<file path="src/hw/rtl/vtp_pkg.sv">
// ----------------------------------------------------------------------------
// vtp_pkg
// Shared types, widths and constants of the vertex translate and project block.
// ----------------------------------------------------------------------------
package vtp_pkg;

   localparam int VTP_FRAC_BITS = 12;
   localparam int VTP_COORD_W   = 20;
   localparam int VTP_T_W       = VTP_COORD_W + 1;
   localparam int VTP_SCR_W     = 12;
   localparam int VTP_OUT_W     = 16;
   localparam int VTP_QUO_W     = VTP_OUT_W + 1;
   localparam int VTP_FOCAL     = 300;
   localparam int VTP_FOCAL_W   = 10;
   localparam int VTP_DATA_W    = 32;
   localparam int VTP_ADDR_W    = 5;

   localparam int VTP_POS_LIMIT = 2 ** (VTP_OUT_W - 1) - 1;
   localparam int VTP_NEG_LIMIT = 2 ** (VTP_OUT_W - 1);

   localparam logic [VTP_SCR_W-1:0] VTP_WIDTH_RESET  = 12'd800;
   localparam logic [VTP_SCR_W-1:0] VTP_HEIGHT_RESET = 12'd600;

   typedef enum logic [2:0] {
      VTP_REG_SHIFT_X       = 3'd0,
      VTP_REG_SHIFT_Y       = 3'd1,
      VTP_REG_SHIFT_Z       = 3'd2,
      VTP_REG_SCREEN_WIDTH  = 3'd3,
      VTP_REG_SCREEN_HEIGHT = 3'd4
   } vtp_reg_type;

   typedef struct packed {
      logic signed [VTP_COORD_W-1:0] shift_x;
      logic signed [VTP_COORD_W-1:0] shift_y;
      logic signed [VTP_COORD_W-1:0] shift_z;
      logic        [VTP_SCR_W-1:0]   screen_width;
      logic        [VTP_SCR_W-1:0]   screen_height;
   } vtp_cfg_type;

   typedef struct packed {
      logic valid;
      logic neg;
      logic zero;
   } vtp_ctl_type;

   function automatic int vtp_max(input int a, input int b);
      return (a > b) ? a : b;
   endfunction

   function automatic int vtp_depth_w(input int frac_bits);
      return vtp_max(VTP_T_W, frac_bits + 3) + 1;
   endfunction

   function automatic int vtp_total_w(input int frac_bits);
      return vtp_max(VTP_T_W + VTP_FOCAL_W, VTP_SCR_W + vtp_depth_w(frac_bits)) + 1;
   endfunction

endpackage

</file>
<file path="src/hw/rtl/vtp_div.sv">
// ----------------------------------------------------------------------------
// vtp_div
// Pipelined restoring divider, one quotient bit per stage, with range check.
// ----------------------------------------------------------------------------
module vtp_div
   import vtp_pkg::*;
#(
   parameter int NUM_W = 35,
   parameter int DEN_W = 22,
   parameter int QUO_W = VTP_QUO_W
) (
   input  logic             clock,
   input  logic             reset,
   input  logic [NUM_W-1:0] num,
   input  logic [DEN_W-1:0] den,
   input  vtp_ctl_type      ctl_in,
   output logic [QUO_W-1:0] quo,
   output logic             ovf,
   output vtp_ctl_type      ctl_out
);

   localparam int R_W = vtp_max(NUM_W, DEN_W + QUO_W);

   logic [NUM_W-1:0] rem_ff [QUO_W+1];
   logic [DEN_W-1:0] den_ff [QUO_W+1];
   logic [QUO_W-1:0] quo_ff [QUO_W+1];
   logic             ovf_ff [QUO_W+1];
   vtp_ctl_type      ctl_ff [QUO_W+1];

   logic [NUM_W-1:0] rem_in [QUO_W+1];
   logic [QUO_W-1:0] quo_in [QUO_W+1];
   logic             ovf_in;

   assign ovf_in = R_W'(num) >= (R_W'(den) << QUO_W);

   always_comb begin
      logic [R_W-1:0] trial;
      logic           take;
      rem_in[0] = num;
      quo_in[0] = '0;
      for (int k = 1; k <= QUO_W; k++) begin
         trial     = R_W'(den_ff[k-1]) << (QUO_W - k);
         take      = R_W'(rem_ff[k-1]) >= trial;
         rem_in[k] = take ? NUM_W'(R_W'(rem_ff[k-1]) - trial) : rem_ff[k-1];
         quo_in[k] = quo_ff[k-1];
         quo_in[k][QUO_W-k] = take;
      end
   end

   always_ff @(posedge clock) begin
      if (reset) begin
         for (int k = 0; k <= QUO_W; k++) begin
            ctl_ff[k] <= '0;
         end
      end else begin
         ctl_ff[0] <= ctl_in;
         for (int k = 1; k <= QUO_W; k++) begin
            ctl_ff[k] <= ctl_ff[k-1];
         end
      end
      rem_ff[0] <= rem_in[0];
      den_ff[0] <= den;
      quo_ff[0] <= quo_in[0];
      ovf_ff[0] <= ovf_in;
      for (int k = 1; k <= QUO_W; k++) begin
         rem_ff[k] <= rem_in[k];
         den_ff[k] <= den_ff[k-1];
         quo_ff[k] <= quo_in[k];
         ovf_ff[k] <= ovf_ff[k-1];
      end
   end

   assign quo     = quo_ff[QUO_W];
   assign ovf     = ovf_ff[QUO_W];
   assign ctl_out = ctl_ff[QUO_W];

   a_rem_below_den : assert property (@(posedge clock) disable iff (reset)
      ctl_ff[QUO_W].valid && !ovf_ff[QUO_W] && (den_ff[QUO_W] != '0)
      |-> rem_ff[QUO_W] < NUM_W'(den_ff[QUO_W]))
      else $error("final remainder is not below the divisor");

endmodule

</file>
<file path="config.mk">
export PLATFORM = sky130hd
export DESIGN_NAME = vtp_div
export DESIGN_NICKNAME = d
export VERILOG_FILES = /design/src/hw/rtl/vtp_pkg.sv /design/src/hw/rtl/vtp_div.sv
export SDC_FILE = /design/constraint.sdc
export NUM_CORES = 2
export LEC_CHECK = 0
export BUFFER_PORTS_ARGS = -buffer_cell sky130_fd_sc_hd__buf_2
export CORE_UTILIZATION = 30
export CTS_BUF_LIST = sky130_fd_sc_hd__clkbuf_8 sky130_fd_sc_hd__clkbuf_16
export DETAILED_ROUTE_END_ITERATION = 12
export GPL_ROUTABILITY_DRIVEN = 0
export GPL_TIMING_DRIVEN = 0
export RECOVER_POWER = 100
export SLEW_MARGIN = 20
export SYNTH_ARGS = -nofsm -noshare
export SYNTH_HDL_FRONTEND = slang
export SYNTH_SLANG_ARGS = --single-unit
</file>
<file path="constraint.sdc">
create_clock -name clock -period 4.1 [get_ports clock]
set_input_delay 0.82 -clock clock [delete_from_list [all_inputs] [get_ports clock]]
set_output_delay 0.82 -clock clock [all_outputs]
set_load 0.005 [all_outputs]
</file>
# Word-level counts from Yosys, hierarchy flattened
# Memory sizes are Yosys's and may differ from the RTL's.
# Index checks and enable logic that the tools add are counted.
[op_classes] n_addsub=17 bitwise_logic=18 order_cmp=18 mux=38
[op_table] operator="35-bit 2-to-1 mux" count=17
[op_table] operator="35-bit subtractor" count=4
[op_table] operator="3-bit 2-to-1 mux" count=18
[op_table] operator="35-bit by 39-bit >= comparator with 1-bit output" count=1
[op_table] operator="35-bit by 38-bit >= comparator with 1-bit output" count=1
[op_table] operator="35-bit by 37-bit >= comparator with 1-bit output" count=1
[op_table] operator="35-bit by 36-bit >= comparator with 1-bit output" count=1
[op_table] operator="35-bit by 22-bit >= comparator with 1-bit output" count=1
[op_table] operator="35-bit by 23-bit >= comparator with 1-bit output" count=1
[op_table] operator="35-bit by 24-bit >= comparator with 1-bit output" count=1
[op_table] operator="35-bit by 25-bit >= comparator with 1-bit output" count=1
[op_table] operator="35-bit by 26-bit >= comparator with 1-bit output" count=1
[op_table] operator="35-bit by 27-bit >= comparator with 1-bit output" count=1
[op_table] operator="35-bit by 28-bit >= comparator with 1-bit output" count=1
[op_table] operator="35-bit by 29-bit >= comparator with 1-bit output" count=1
[op_table] operator="35-bit by 30-bit >= comparator with 1-bit output" count=1
[op_table] operator="35-bit by 31-bit >= comparator with 1-bit output" count=1
[op_table] operator="35-bit by 32-bit >= comparator with 1-bit output" count=1
[op_table] operator="35-bit by 33-bit >= comparator with 1-bit output" count=1
[op_table] operator="35-bit by 34-bit >= comparator with 1-bit output" count=1
[op_table] operator="35-bit >= comparator" count=1
[op_table] operator="35-bit by 22-bit subtractor with 35-bit output" count=1
[op_table] operator="35-bit by 23-bit subtractor with 35-bit output" count=1
[op_table] operator="35-bit by 24-bit subtractor with 35-bit output" count=1
[op_table] operator="other kinds (12)" count=31
[totals] n_memories=5 regBits=0 input_bits=62 ram_bits=1404 out_inout_bits=21
[memory_table] memory="rem_ff" depth=18 width=35 read_ports=17 rd_ports_with_merged_regs=0 wr=18 line="vtp_div.sv:24" rtl="logic [NUM_W-1:0] rem_ff [QUO_W+1];"
[memory_table] memory="den_ff" depth=18 width=22 read_ports=17 rd_ports_with_merged_regs=0 wr=18 line="vtp_div.sv:25" rtl="logic [DEN_W-1:0] den_ff [QUO_W+1];"
[memory_table] memory="quo_ff" depth=18 width=17 read_ports=18 rd_ports_with_merged_regs=0 wr=18 line="vtp_div.sv:26" rtl="logic [QUO_W-1:0] quo_ff [QUO_W+1];"
[memory_table] memory="ctl_ff" depth=18 width=3 read_ports=18 rd_ports_with_merged_regs=0 wr=18 line="vtp_div.sv:28" rtl="vtp_ctl_type ctl_ff [QUO_W+1];"
[memory_table] memory="ovf_ff" depth=18 width=1 read_ports=18 rd_ports_with_merged_regs=0 wr=18 line="vtp_div.sv:27" rtl="logic ovf_ff [QUO_W+1];"

# Longest topological paths before layout
[logic_depth] word_depth=3 ltp_mapped=14

# Worst setup path after synthesis
# OpenSTA, ideal clock, no wires.
[synth_timing] path_kind="register to register" from="memory rem_ff[1][15]" to="memory rem_ff[2][27]" slack_ns=1.028 stages_incl_launch_ff=14 n_path_buf=1 setup_ns=0.121 arrival_time_ns=2.951 path_cell_list="dfxtp_1 > inv_1 > ha_1 > fa_1 > nor2b_1 > o21ai_1 > a21boi_0 > o31ai_1 > a21bo_1 > a311oi_1 > nor2_1 > a2111oi_4 > buf_6 > mux2_2"
[synth_lines] element="from (decl)" line="vtp_div.sv:24"

==> results.cfg <==
[synth]
synth_top_family_by_area = compound AO/OA/AOI/OAI gates
syn-cell-area_sq_um = 49200
yosys_warnings = 0
synth_compound_area_frac = 0.154
ys_seq_area_frac = 0.486
synth_edf_count = 0
ys_types = 93
avgSynthCellArea_sq_um = 9.71
synthFlopType = dfxtp_1
synthCells = 5063
yosys.area_share.simple = 0.125
synthAdderAreaFrac = 0.105
synthMuxAreaShare = 0.0233
syn_nets = 5527
yosys_register_bits = 1194
synth-xor-area-share = 0.0600
synth-async-reset-ratio = 0

[placed_design]
port_buffers = 82
dp.cells = 7320
hpwl_mm = 87.9

[floorplan]
io_pins = 83
num_rows = 148
initial_core_util = 0.302
die-area_sq_um = 166000
die_y_microns = 407
coreArea_sq_um = 163000
die_width_microns = 407

[route]
drt-pass1-iter-count = 8
drtIter0Drc = 1205
viasPerCell = 4.64
drtAntennaViolNets = 0
routedWlPerCell_microns = 14.7
wl_mm = 111
via_count = 35100
drc = 0

[timing]
finalHoldViolCount = 0
relSlewSlack = 0.344
period_needed_ps = 3920
fmax_mhz = 255
slew_viol_final = 0
finalSetupViolCount = 0
skew_ps = 50.4
fin_crit_sh = 0.957
tightest_slew_ps = 975
whs_ps = 134
rsz0062_at_grt = false

[cts]
post-cts-setup-buffers = 0
path_clk_slew_ps = 60
htreeDepth = 4
cts_max_path_buffers = 3
insertion_delay_ps = 800
clockRootBuffer = clkbuf_16
cts_made_buffers = 134
cts_tree = done
hold_buffers = 0
clock_sinks = 1194

[critical_path]
critPathTopFamily = simple AND/OR/NAND/NOR gates
worstSetupStartpointType = register
max_stage_delay_ps = 920
r2r-start = den_ff[1][11]$_DFF_P_
cp_max_fo = 10
arrival_ps = 4590
crit_slowest_cell = nor4_1
reg2reg_depth = 9
regToRegSetupSlack_ps = 180
path_buf_inv = 2
required_ps = 4770
timing.rr.end = rem_ff[2][33]$_DFF_P_
path_cells = inv_1 -> ha_1 -> and4_1 -> nand4_1 -> nor4_1 -> a311oi_1 -> a2111oi_4 -> buf_6 -> mux2_1
end_kind = register
crit_type = reg2reg
crit_path_start = den_ff[1][11]$_DFF_P_

[hold_path]
hp-start = den[16]
min_path_cells = 1
hold-path-endpoint = den_ff[0][16]$_DFF_P_
hp-class = in2reg

[global_route]
grt_pass1_wl_mm = 179
grt_pass1_vias = 36000
grt_start_max_net_pins = 17
grt_overflow_total = 0
antenna_found_initial = 0
track_usage = 0.135

[finish]
n_antenna_cell = 0
fin_nets = 5745
area_growth_pct = 15.8
utilization = 0.350
final_cells = 7568
drive_gt1_frac = 0.0740

[pwr]
power_leakage_nw = 25.1
power_density_nw_per_um2 = 776
ir_drop_v = 0.000494
p_total_w = 0.0442

[run]
drv_cap = 0

[run_status]
status = complete, no violations
-- per-layer routing --
| layer | GRT usage | wire length (microns) | up-vias |
|---|---|---|---|
| met5 | 0 | 0 | - |
| met4 | 0.0925 | 7650 | 0 |
| met3 | 0.0237 | 4010 | 378 |
| met2 | 0.259 | 57400 | 850 |
| met1 | 0.130 | 42300 | 15900 |
| li1 | - | - | 17900 |
-- worst reg2reg max path, delay by kind of cell (launching register included) --
family	cells	cell delay (ps)
AO/OA/AOI/OAI	2	820
adder cells (fa/ha/maj)	1	400
buffers and inverters	2	310
flip-flops	1	370
multiplexers	1	380
AND/OR/NAND/NOR	3	1500
-- cell families (layout without fill, tap and decap cells) --
group	count (synthesis)	in the layout
AO/OA/AOI/OAI	1196	1196
XOR/XNOR	337	337
adder cells (fa/ha/maj)	402	402
buffers and inverters	588	918
flip-flops	1194	1194
multiplexers	103	103
AND/OR/NAND/NOR	1243	1243
-- cell usage in the layout, fill, tap and decap left out, types with 113 or more instances in the layout --
cell type / instances
o21ai_0: 331
clkbuf_1: 139
ha_1: 386
nand2_1: 360
xor2_1: 167
xnor2_1: 170
a21oi_1: 320
nor2b_1: 113
clkbuf_16: 135
dfxtp_1: 1194
nor2_1: 270
inv_1: 509
a21o_1: 180
-- synth_stat cells (all sizes together), types with 6 or more instances --
library cell | count | area (sq um)
a2111oi | 14 | 154
a211o | 8 | 70.1
a211oi | 33 | 253
a21boi | 21 | 158
a21o | 180 | 1350
a21oi | 322 | 1620
a221oi | 11 | 109
a311oi | 8 | 76.3
a31oi | 34 | 219
a41oi | 10 | 87.6
and2 | 16 | 100
and3 | 28 | 175
and4 | 6 | 52.6
buf | 32 | 178
clkbuf | 67 | 253
dfxtp | 1194 | 23900
fa | 16 | 320
ha | 386 | 4830
inv | 489 | 1840
mux2 | 93 | 1050
mux2i | 10 | 100
nand2 | 360 | 1350
nand2b | 53 | 332
nand3 | 74 | 370
nand3b | 7 | 52.6
nand4 | 71 | 444
nand4b | 12 | 105
nor2 | 270 | 1010
nor2b | 113 | 707
nor3 | 82 | 422
nor3b | 9 | 67.6
nor4 | 59 | 369
nor4b | 11 | 96.3
o211ai | 12 | 95.1
o21a | 59 | 443
o21ai | 338 | 1690
o21bai | 39 | 293
o31a | 12 | 105
o31ai | 33 | 253
o41ai | 9 | 113
or2 | 20 | 125
or3 | 26 | 163
or4 | 17 | 128
xnor2 | 170 | 1490
xor2 | 167 | 1460
-- layout make-up --
cell class,instances,area (sq um)
repair buffers,82,334
inverters,489,1840
clock inverters,76,870
flip-flops and latches,1194,23900
well taps,2175,2720
clock buffers,172,3890
fillers,16200,106000
plain buffers,99,409
multi-input cells,3281,23000
-- sequential cells by signal, indices dropped and copies added (netlist names) --
| signal | cells |
|---|---|
| quo_ff | 153 |
| ovf_ff | 18 |
| den_ff | 374 |
| ctl_ff | 54 |
| rem_ff | 595 |
-- timing repair --
| action | CTS | global route |
|---|---|---|
| cloned | 0 | 0 |
| resized for setup | 2 | 6 |
| setup endpoints to repair | 29 | 46 |
-- worst max-delay path by stage --
stage	to	slack, ps	cells after the start
after CTS	rem_ff[2][28]$_DFF_P_	130	8
final	rem_ff[2][33]$_DFF_P_	180	9
after floorplan	rem_ff[2][27]$_DFF_P_	1030	13
after global routing	rem_ff[11][29]$_DFF_P_	20	11
after global placement	rem_ff[12][18]$_DFF_P_	-370	12
after detailed placement	rem_ff[12][16]$_DFF_P_	-410	12
-- power by group --
| part | internal (W) | switching (W) |
|---|---|---|
| clock | 0.00725 | 0.00492 |
| sequential | 0.0144 | 0.00158 |
| combinational | 0.00705 | 0.00901 |
-- per-stage QoR --
step,area [sq um],worst slack (ps),TNS [ps]
floorplan,49200,1030,0
global route,57000,20.3,0
detailed placement,52300,-413,-8350
CTS,57100,132,0
finish,57000,176,0
global placement,52300,-373,-7400
Power figures use the tool's default switching activity.
