File: config.mk
export PLATFORM = sky130hd
export DESIGN_NAME = vtp_front
export DESIGN_NICKNAME = d
export VERILOG_FILES = /design/src/hw/rtl/vtp_pkg.sv /design/src/hw/rtl/vtp_front.sv
export SDC_FILE = /design/constraint.sdc
export NUM_CORES = 2
export LEC_CHECK = 0
export ABC_CLOCK_PERIOD_IN_PS = 14900
export BUFFER_PORTS_ARGS = -buffer_cell sky130_fd_sc_hd__buf_2
export CAP_MARGIN = 40
export CORE_ASPECT_RATIO = 0.6
export CORE_MARGIN = 8
export CORE_UTILIZATION = 30
export DETAILED_ROUTE_END_ITERATION = 7
export PLACE_DENSITY_LB_ADDON = 0.2
export SYNTH_ARGS = -nofsm -noshare
export SYNTH_HDL_FRONTEND = slang
export SYNTH_SLANG_ARGS = --single-unit
File: constraint.sdc
create_clock -name clock -period 14.9 [get_ports clock]
set_input_delay 2.235 -clock clock [delete_from_list [all_inputs] [get_ports clock]]
set_output_delay 2.235 -clock clock [all_outputs]
set_load 0.05 [all_outputs]
File: src/hw/rtl/vtp_pkg.sv
// ----------------------------------------------------------------------------
// vtp_pkg
// Shared types, widths and constants of the vertex translate and project block.
// ----------------------------------------------------------------------------
package vtp_pkg;

   localparam int VTP_FRAC_BITS = 12;
   localparam int VTP_COORD_W   = 20;
   localparam int VTP_T_W       = VTP_COORD_W + 1;
   localparam int VTP_SCR_W     = 12;
   localparam int VTP_OUT_W     = 16;
   localparam int VTP_QUO_W     = VTP_OUT_W + 1;
   localparam int VTP_FOCAL     = 300;
   localparam int VTP_FOCAL_W   = 10;
   localparam int VTP_DATA_W    = 32;
   localparam int VTP_ADDR_W    = 5;

   localparam int VTP_POS_LIMIT = 2 ** (VTP_OUT_W - 1) - 1;
   localparam int VTP_NEG_LIMIT = 2 ** (VTP_OUT_W - 1);

   localparam logic [VTP_SCR_W-1:0] VTP_WIDTH_RESET  = 12'd800;
   localparam logic [VTP_SCR_W-1:0] VTP_HEIGHT_RESET = 12'd600;

   typedef enum logic [2:0] {
      VTP_REG_SHIFT_X       = 3'd0,
      VTP_REG_SHIFT_Y       = 3'd1,
      VTP_REG_SHIFT_Z       = 3'd2,
      VTP_REG_SCREEN_WIDTH  = 3'd3,
      VTP_REG_SCREEN_HEIGHT = 3'd4
   } vtp_reg_type;

   typedef struct packed {
      logic signed [VTP_COORD_W-1:0] shift_x;
      logic signed [VTP_COORD_W-1:0] shift_y;
      logic signed [VTP_COORD_W-1:0] shift_z;
      logic        [VTP_SCR_W-1:0]   screen_width;
      logic        [VTP_SCR_W-1:0]   screen_height;
   } vtp_cfg_type;

   typedef struct packed {
      logic valid;
      logic neg;
      logic zero;
   } vtp_ctl_type;

   function automatic int vtp_max(input int a, input int b);
      return (a > b) ? a : b;
   endfunction

   function automatic int vtp_depth_w(input int frac_bits);
      return vtp_max(VTP_T_W, frac_bits + 3) + 1;
   endfunction

   function automatic int vtp_total_w(input int frac_bits);
      return vtp_max(VTP_T_W + VTP_FOCAL_W, VTP_SCR_W + vtp_depth_w(frac_bits)) + 1;
   endfunction

endpackage

File: src/hw/rtl/vtp_front.sv
// ----------------------------------------------------------------------------
// vtp_front
// Translation, depth, perspective numerators and magnitudes in four stages.
// ----------------------------------------------------------------------------
module vtp_front
   import vtp_pkg::*;
#(
   parameter int FRAC_BITS = VTP_FRAC_BITS
) (
   input  logic                                     clock,
   input  logic                                     reset,
   input  logic                                     in_valid,
   input  logic signed [VTP_COORD_W-1:0]            vertex_x,
   input  logic signed [VTP_COORD_W-1:0]            vertex_y,
   input  logic signed [VTP_COORD_W-1:0]            vertex_z,
   input  vtp_cfg_type                              cfg,
   output logic [vtp_total_w(FRAC_BITS)-1:0]        num_x,
   output logic [vtp_total_w(FRAC_BITS)-1:0]        num_y,
   output logic [vtp_depth_w(FRAC_BITS)-1:0]        den,
   output vtp_ctl_type                              ctl_x,
   output vtp_ctl_type                              ctl_y
);

   localparam int DEPTH_W = vtp_depth_w(FRAC_BITS);
   localparam int TOT_W   = vtp_total_w(FRAC_BITS);
   localparam int P_W     = VTP_T_W + VTP_FOCAL_W;
   localparam int C_W     = VTP_SCR_W + DEPTH_W;

   localparam logic signed [DEPTH_W-1:0]     DEPTH_BIAS = DEPTH_W'(1) << (FRAC_BITS + 2);
   localparam logic signed [VTP_FOCAL_W-1:0] FOCAL_POS  = VTP_FOCAL_W'(VTP_FOCAL);
   localparam logic signed [VTP_FOCAL_W-1:0] FOCAL_NEG  = VTP_FOCAL_W'(-VTP_FOCAL);

   logic signed [VTP_T_W-1:0]   f1_tx_in, f1_tx_ff;
   logic signed [VTP_T_W-1:0]   f1_ty_in, f1_ty_ff;
   logic signed [DEPTH_W-1:0]   f1_depth_in, f1_depth_ff;
   logic                        f1_valid_ff;

   logic signed [VTP_SCR_W-1:0] centre_x, centre_y;
   logic signed [P_W-1:0]       f2_ptx_in, f2_ptx_ff;
   logic signed [P_W-1:0]       f2_pty_in, f2_pty_ff;
   logic signed [C_W-1:0]       f2_pcx_in, f2_pcx_ff;
   logic signed [C_W-1:0]       f2_pcy_in, f2_pcy_ff;
   logic signed [DEPTH_W-1:0]   f2_depth_ff;
   logic                        f2_zero_ff;
   logic                        f2_valid_ff;

   logic signed [TOT_W-1:0]     f3_tot_x_in, f3_tot_x_ff;
   logic signed [TOT_W-1:0]     f3_tot_y_in, f3_tot_y_ff;
   logic [DEPTH_W-1:0]          f3_den_in, f3_den_ff;
   logic                        f3_dneg_ff;
   logic                        f3_zero_ff;
   logic                        f3_valid_ff;

   logic [TOT_W-1:0]            f4_num_x_in, f4_num_x_ff;
   logic [TOT_W-1:0]            f4_num_y_in, f4_num_y_ff;
   logic [DEPTH_W-1:0]          f4_den_ff;
   logic                        f4_neg_x_ff, f4_neg_y_ff;
   logic                        f4_zero_ff;
   logic                        f4_valid_ff;

   always_comb begin
      f1_tx_in    = VTP_T_W'(vertex_x) + VTP_T_W'(cfg.shift_x);
      f1_ty_in    = VTP_T_W'(vertex_y) + VTP_T_W'(cfg.shift_y);
      f1_depth_in = DEPTH_W'(vertex_z) + DEPTH_W'(cfg.shift_z) + DEPTH_BIAS;
   end

   always_comb begin
      centre_x  = $signed({1'b0, cfg.screen_width[VTP_SCR_W-1:1]});
      centre_y  = $signed({1'b0, cfg.screen_height[VTP_SCR_W-1:1]});
      f2_ptx_in = f1_tx_ff * FOCAL_POS;
      f2_pty_in = f1_ty_ff * FOCAL_NEG;
      f2_pcx_in = centre_x * f1_depth_ff;
      f2_pcy_in = centre_y * f1_depth_ff;
   end

   always_comb begin
      f3_tot_x_in = TOT_W'(f2_ptx_ff) + TOT_W'(f2_pcx_ff);
      f3_tot_y_in = TOT_W'(f2_pty_ff) + TOT_W'(f2_pcy_ff);
      f3_den_in   = f2_depth_ff[DEPTH_W-1] ? $unsigned(-f2_depth_ff) : $unsigned(f2_depth_ff);
   end

   always_comb begin
      f4_num_x_in = f3_tot_x_ff[TOT_W-1] ? $unsigned(-f3_tot_x_ff) : $unsigned(f3_tot_x_ff);
      f4_num_y_in = f3_tot_y_ff[TOT_W-1] ? $unsigned(-f3_tot_y_ff) : $unsigned(f3_tot_y_ff);
   end

   always_ff @(posedge clock) begin
      if (reset) begin
         f1_valid_ff <= 1'b0;
         f2_valid_ff <= 1'b0;
         f3_valid_ff <= 1'b0;
         f4_valid_ff <= 1'b0;
      end else begin
         f1_valid_ff <= in_valid;
         f2_valid_ff <= f1_valid_ff;
         f3_valid_ff <= f2_valid_ff;
         f4_valid_ff <= f3_valid_ff;
      end
      f1_tx_ff    <= f1_tx_in;
      f1_ty_ff    <= f1_ty_in;
      f1_depth_ff <= f1_depth_in;

      f2_ptx_ff   <= f2_ptx_in;
      f2_pty_ff   <= f2_pty_in;
      f2_pcx_ff   <= f2_pcx_in;
      f2_pcy_ff   <= f2_pcy_in;
      f2_depth_ff <= f1_depth_ff;
      f2_zero_ff  <= (f1_depth_ff == '0);

      f3_tot_x_ff <= f3_tot_x_in;
      f3_tot_y_ff <= f3_tot_y_in;
      f3_den_ff   <= f3_den_in;
      f3_dneg_ff  <= f2_depth_ff[DEPTH_W-1];
      f3_zero_ff  <= f2_zero_ff;

      f4_num_x_ff <= f4_num_x_in;
      f4_num_y_ff <= f4_num_y_in;
      f4_den_ff   <= f3_den_ff;
      f4_neg_x_ff <= f3_tot_x_ff[TOT_W-1] ^ f3_dneg_ff;
      f4_neg_y_ff <= f3_tot_y_ff[TOT_W-1] ^ f3_dneg_ff;
      f4_zero_ff  <= f3_zero_ff;
   end

   assign num_x       = f4_num_x_ff;
   assign num_y       = f4_num_y_ff;
   assign den         = f4_den_ff;
   assign ctl_x.valid = f4_valid_ff;
   assign ctl_x.neg   = f4_neg_x_ff;
   assign ctl_x.zero  = f4_zero_ff;
   assign ctl_y.valid = f4_valid_ff;
   assign ctl_y.neg   = f4_neg_y_ff;
   assign ctl_y.zero  = f4_zero_ff;

endmodule

* Yosys cells after proc, flatten, opt, wreduce, memory -nomap -nowiden
Index checks and enable logic that the tools add are counted.
Word-level totals: register bits after elaboration 406, logic and storage cells 46
Cells by class: $add $sub $neg 9, $mul 4, mux-type cells 3, bitwise logic cells 2, reductions and logical operators 1
Operators with widths (number):
- 31-bit by 34-bit adder with 35-bit output | 2
- 35-bit negator | 2
- 12-bit by 22-bit multiplier with 34-bit output | 2
- 34-bit two-way mux | 2
- 20-bit by 20-bit adder with 21-bit output | 3
- 21-bit by 8-bit multiplier with 29-bit output (second input constant) | 2
- 21-bit by 16-bit adder with 22-bit output (second input constant) | 1
- 22-bit logical NOT | 1
- 22-bit negator | 1
- 21-bit two-way mux | 1
- 1-bit XOR | 2

* Depth between registers and ports, before layout
depth in word-level cells 2, gate-level depth with buffers 22

* Worst setup path before layout
OpenSTA, ideal clock, no wires.
path type input-to-reg, from input port cfg[18] (netlist bit), to register f2_pcx_ff[30], library setup time 72 ps, arrival time 7315 ps, required time 14828 ps, setup slack 7513 ps, stages 20, path buffers 1, cells stage by stage clkbuf_1 nand2_1 fa_1 fa_1 inv_1 fa_1 fa_1 inv_1 fa_1 inv_1 ha_1 a211oi_1 o21ai_0 a21oi_1 o21ai_0 a41o_1 a2111oi_0 o21bai_1 a21oi_1 xnor2_1
Between the ends: longest elaborated chain between the ends 1
RTL lines:
- start: declaration | RTL line vtp_front.sv:16 | input vtp_cfg_type cfg,
- 12-bit by 22-bit multiplier with 34-bit output | RTL line vtp_front.sv:72 | f2_pcx_in = centre_x * f1_depth_ff;
- named net f2_pcx_in[30] | RTL line vtp_front.sv:41 | logic signed [C_W-1:0] f2_pcx_in, f2_pcx_ff;
- end signal: assignment | RTL line vtp_front.sv:105 | f2_pcx_ff <= f2_pcx_in;
- end: declaration | RTL line vtp_front.sv:41
The timed path passes the listed nets, and every way through them passes these cells. A chain may end at the register's enable or synchronous reset.

* Final worst setup path
Ends and elaborated chain as after synthesis.

==> summary.md <==
| Metric | Value |
|---|---|
| Status | completed |
| Crit path capture type | flop |
| Post-DP HPWL | 79,000 um |
| Crit-path max FO | 22 |
| Initial Util | 30.3% |
| Die Wd | 483 um |
| Post-route ant nets | 0 |
| Pin count of the biggest net entering global routing | 33 |
| Reg-to-reg slack, setup | between 8 and 9 ns |
| Die height | 296 um |
| Fill cells | around 14k |
| Area delta synth->final | 11.9% |
| Tightest Pin Transition | a little over 0.8 ns |
| # port buffers | roughly 240 |
| Area of the multi-input gates | approximately 28,000 um^2 |
| Register area share after synthesis | 20.7% |
| Max Clock Freq | about 130 MHz |
| Initial drt markers | 1,256 |
| Clk sinks | 406 |
| Most frequent cells in the layout | 816 x inv_1, 534 x fa_1, 462 x ha_1, 458 x nand2_1, 406 x dfxtp_1 |
| DR WL/cell | 15.8 um |
| Hold endpoint | den[20]$_DFF_P_ |
| R2r endpoint | f2_pcx_ff[30]$_DFF_P_ |
| CTS resizes | 0 |
| Antenna violations before repair | 8 |
| Beginning of the worst hold path | f3_den_ff[20]$_DFF_P_ |
| Vias in the first global route | between 20k and 30k |
| Syn Nets | 5,356 |
| Path type of the worst setup path | in2reg |
| Num ports | roughly 250 |
| Die area | ~140,000 um^2 |
| Core area | 129,000 um^2 |
| Mapped Cells | 4,213 |
| Worst setup path startpoint | cfg[18] |
| Slew Viols, Final | 0 |
| Cts hold-fix bufs | 0 |
| Fin Setup TNS | 0 ns |
| Gpl congestion | approximately 0.79 |
| Max-cap violations | 0 |
| DR DRC count | 0 |
| Clock Tree Buf Depth | 3 |
| Share of cells above drive strength 1 | about 8.3% |
| Grt ovf | 0 |
| Worst rel slew slack | 45.3% |
| RSZ-0062 raised after global routing | no |
| Minimum clock period | 7.85 ns |
| Worst Setup Start Kind | input port |
| Via count | 27.7k |
| # setup viols final | 0 |
| First-pass GRT wire length | approximately 160,000 um |
| Final-stage net count | approximately 5.6k |
| Clk pin slew, worst setup/hold paths | 0.06 ns |
| #FFs+latches synth | 406 |
| Main synth FF type | dfxtp_1 |
| EDFF count, synth | 0 |
| Fin Hold WS | 0.326 ns |
| Post-synth ARST share | 0% |
| Worst Path Required | 15.44 ns |
| CTS tree | done |
| Worst Hold Class | reg2reg |
| Yosys cell types | 67 |
| # Post-CTS Setup Buffers | 0 |
| Mapped Avg Cell Area | 9.32 um^2 |
| Drt pass-1 iters | 5 |
| Rows | 102 |
| Final WL | 97,700 um |
| Post-Syn Area | 39,300 um^2 |
| Final Hold Fails | 0 |
| CP arrival | 8.38 ns |
| Clk_lat worst skew | 0.62 ns |
| Commonest non-fill, non-tap cell in the layout | inv_1 |
| CTS Root Buffer Type | clkbuf_16 |
| Clock skew | approximately 0.024 ns |
| Worst Hold Depth | 0 |
| GRT Overall Usage | 13.6% |
| Register Area | roughly 8100 um^2 |
| Via density per instance | 4.49 |
| Tcrit/Tclk final | 52.7% |
| Worst r2r path cells | 20 |
| FF-to-FF Start | f1_depth_ff[3]$_DFF_P_ |
| Syn. warnings | 0 |
| H-tree Lvls | 2 |
| Number of buffers created by CTS | 44 |
==> critical path, stage by stage <==
cell       delay [ns]
buf_2            0.52
nand2_1          0.17
fa_1             0.56
fa_1             0.53
inv_1            0.04
ha_1             0.31
fa_1             0.53
inv_1            0.05
fa_1             0.52
inv_1            0.04
ha_1             0.35
o21a_1           0.13
o31a_1           0.13
o41ai_1          0.56
o21ai_0          0.40
a41o_1           0.39
a2111oi_0        0.43
o21bai_1         0.13
a21oi_1          0.19
xnor2_1          0.13
==> cells in the mapped netlist, drive strengths merged, types with 33 or more instances <==
master  instances  area share, %
xnor2         236            5.3
inv           816            7.8
and2          155            2.5
nand3          36           0.46
o31ai          33           0.63
a21oi         162            2.1
xor2           56            1.2
o21a           38           0.73
nor3           39           0.50
clkbuf        103           0.98
nor2          131            1.3
o21ai         126            1.6
ha            462             15
fa            534             27
dfxtp         406             21
nand2         458            4.4
a21o           81            1.5
==> layout make-up <==
type                       instances  area share, %
antenna                            3         0.0171
sequential                       406           18.5
clock inverter                    25          0.741
inverter                         816           6.97
clock buffer                      52           2.69
timing repair buffer             269           3.25
multi-input combinational       2882           62.9
tap                             1716           4.89
==> sequential cells by signal, indices dropped and copies added (netlist names), 21 cells and up <==
| name | cells |
|---|---|
| den | 22 |
| f1_depth_ff | 22 |
| f1_tx_ff | 21 |
| f1_ty_ff | 21 |
| f2_depth_ff | 22 |
| f2_pcx_ff | 34 |
| f2_pcy_ff | 34 |
| f2_ptx_ff | 29 |
| f2_pty_ff | 29 |
| f3_den_ff | 22 |
| f3_tot_x_ff | 35 |
| f3_tot_y_ff | 35 |
| num_x | 35 |
| num_y | 35 |
==> how the worst max path moves through the flow <==
| stage | to | slack, ns |
|---|---|---|
| floorplan | f2_pcx_ff[30]$_DFF_P_ | 7.51 |
| finish | f2_pcx_ff[30]$_DFF_P_ | 7.05 |
| global placement | f2_pcx_ff[30]$_DFF_P_ | 6.50 |
| detailed placement | f2_pcx_ff[30]$_DFF_P_ | 6.45 |
| CTS | f2_pcx_ff[30]$_DFF_P_ | 7.11 |
| global route | f2_pcx_ff[30]$_DFF_P_ | 6.63 |
==> logic make-up (layout without fill, tap and decap cells) <==
logic type                 Yosys count  in the layout  synth area share (%)
and+or+nand+nor                    999            999                  12.2
adders and majority gates          996            996                  41.9
buffers and inverters              925           1162                  8.90
AOI/OAI and AO/OA                  592            592                  9.72
DFF                                406            406                  20.7
xor gates and xnor gates           292            292                  6.51
muxes                                3              3                0.0765
other                                0              3                     0
==> through the flow <==
| step | util (%) | setup slack (ns) | cells | instance area, um^2 |
|---|---|---|---|---|
| 6_report | 33.9 | 7.05 | 6169 | 43900 |
| 5_1_grt | 33.9 | 6.63 | 6167 | 43900 |
| 4_1_cts | 33.9 | 7.11 | 6166 | 43900 |
| 3_5_place_dp | 32.8 | 6.45 | 6089 | 42400 |
| 3_3_place_gp | 32.7 | 6.50 | 6086 | 42400 |
| 2_1_floorplan | - | 7.51 | 4213 | 39300 |
==> metal layers <==
metal  up-vias  GRT usage [%]  share of wire [%]
li1      13800              -                  -
met1     13400           20.7                 53
met2       410           20.7                 42
met3        75           1.90                3.4
met4         0           2.11                1.3
met5         -              0                  0
Power is left out: the tool's default activity adds up to more than one toggle a clock period on the data nets, which glitch-free logic cannot reach.
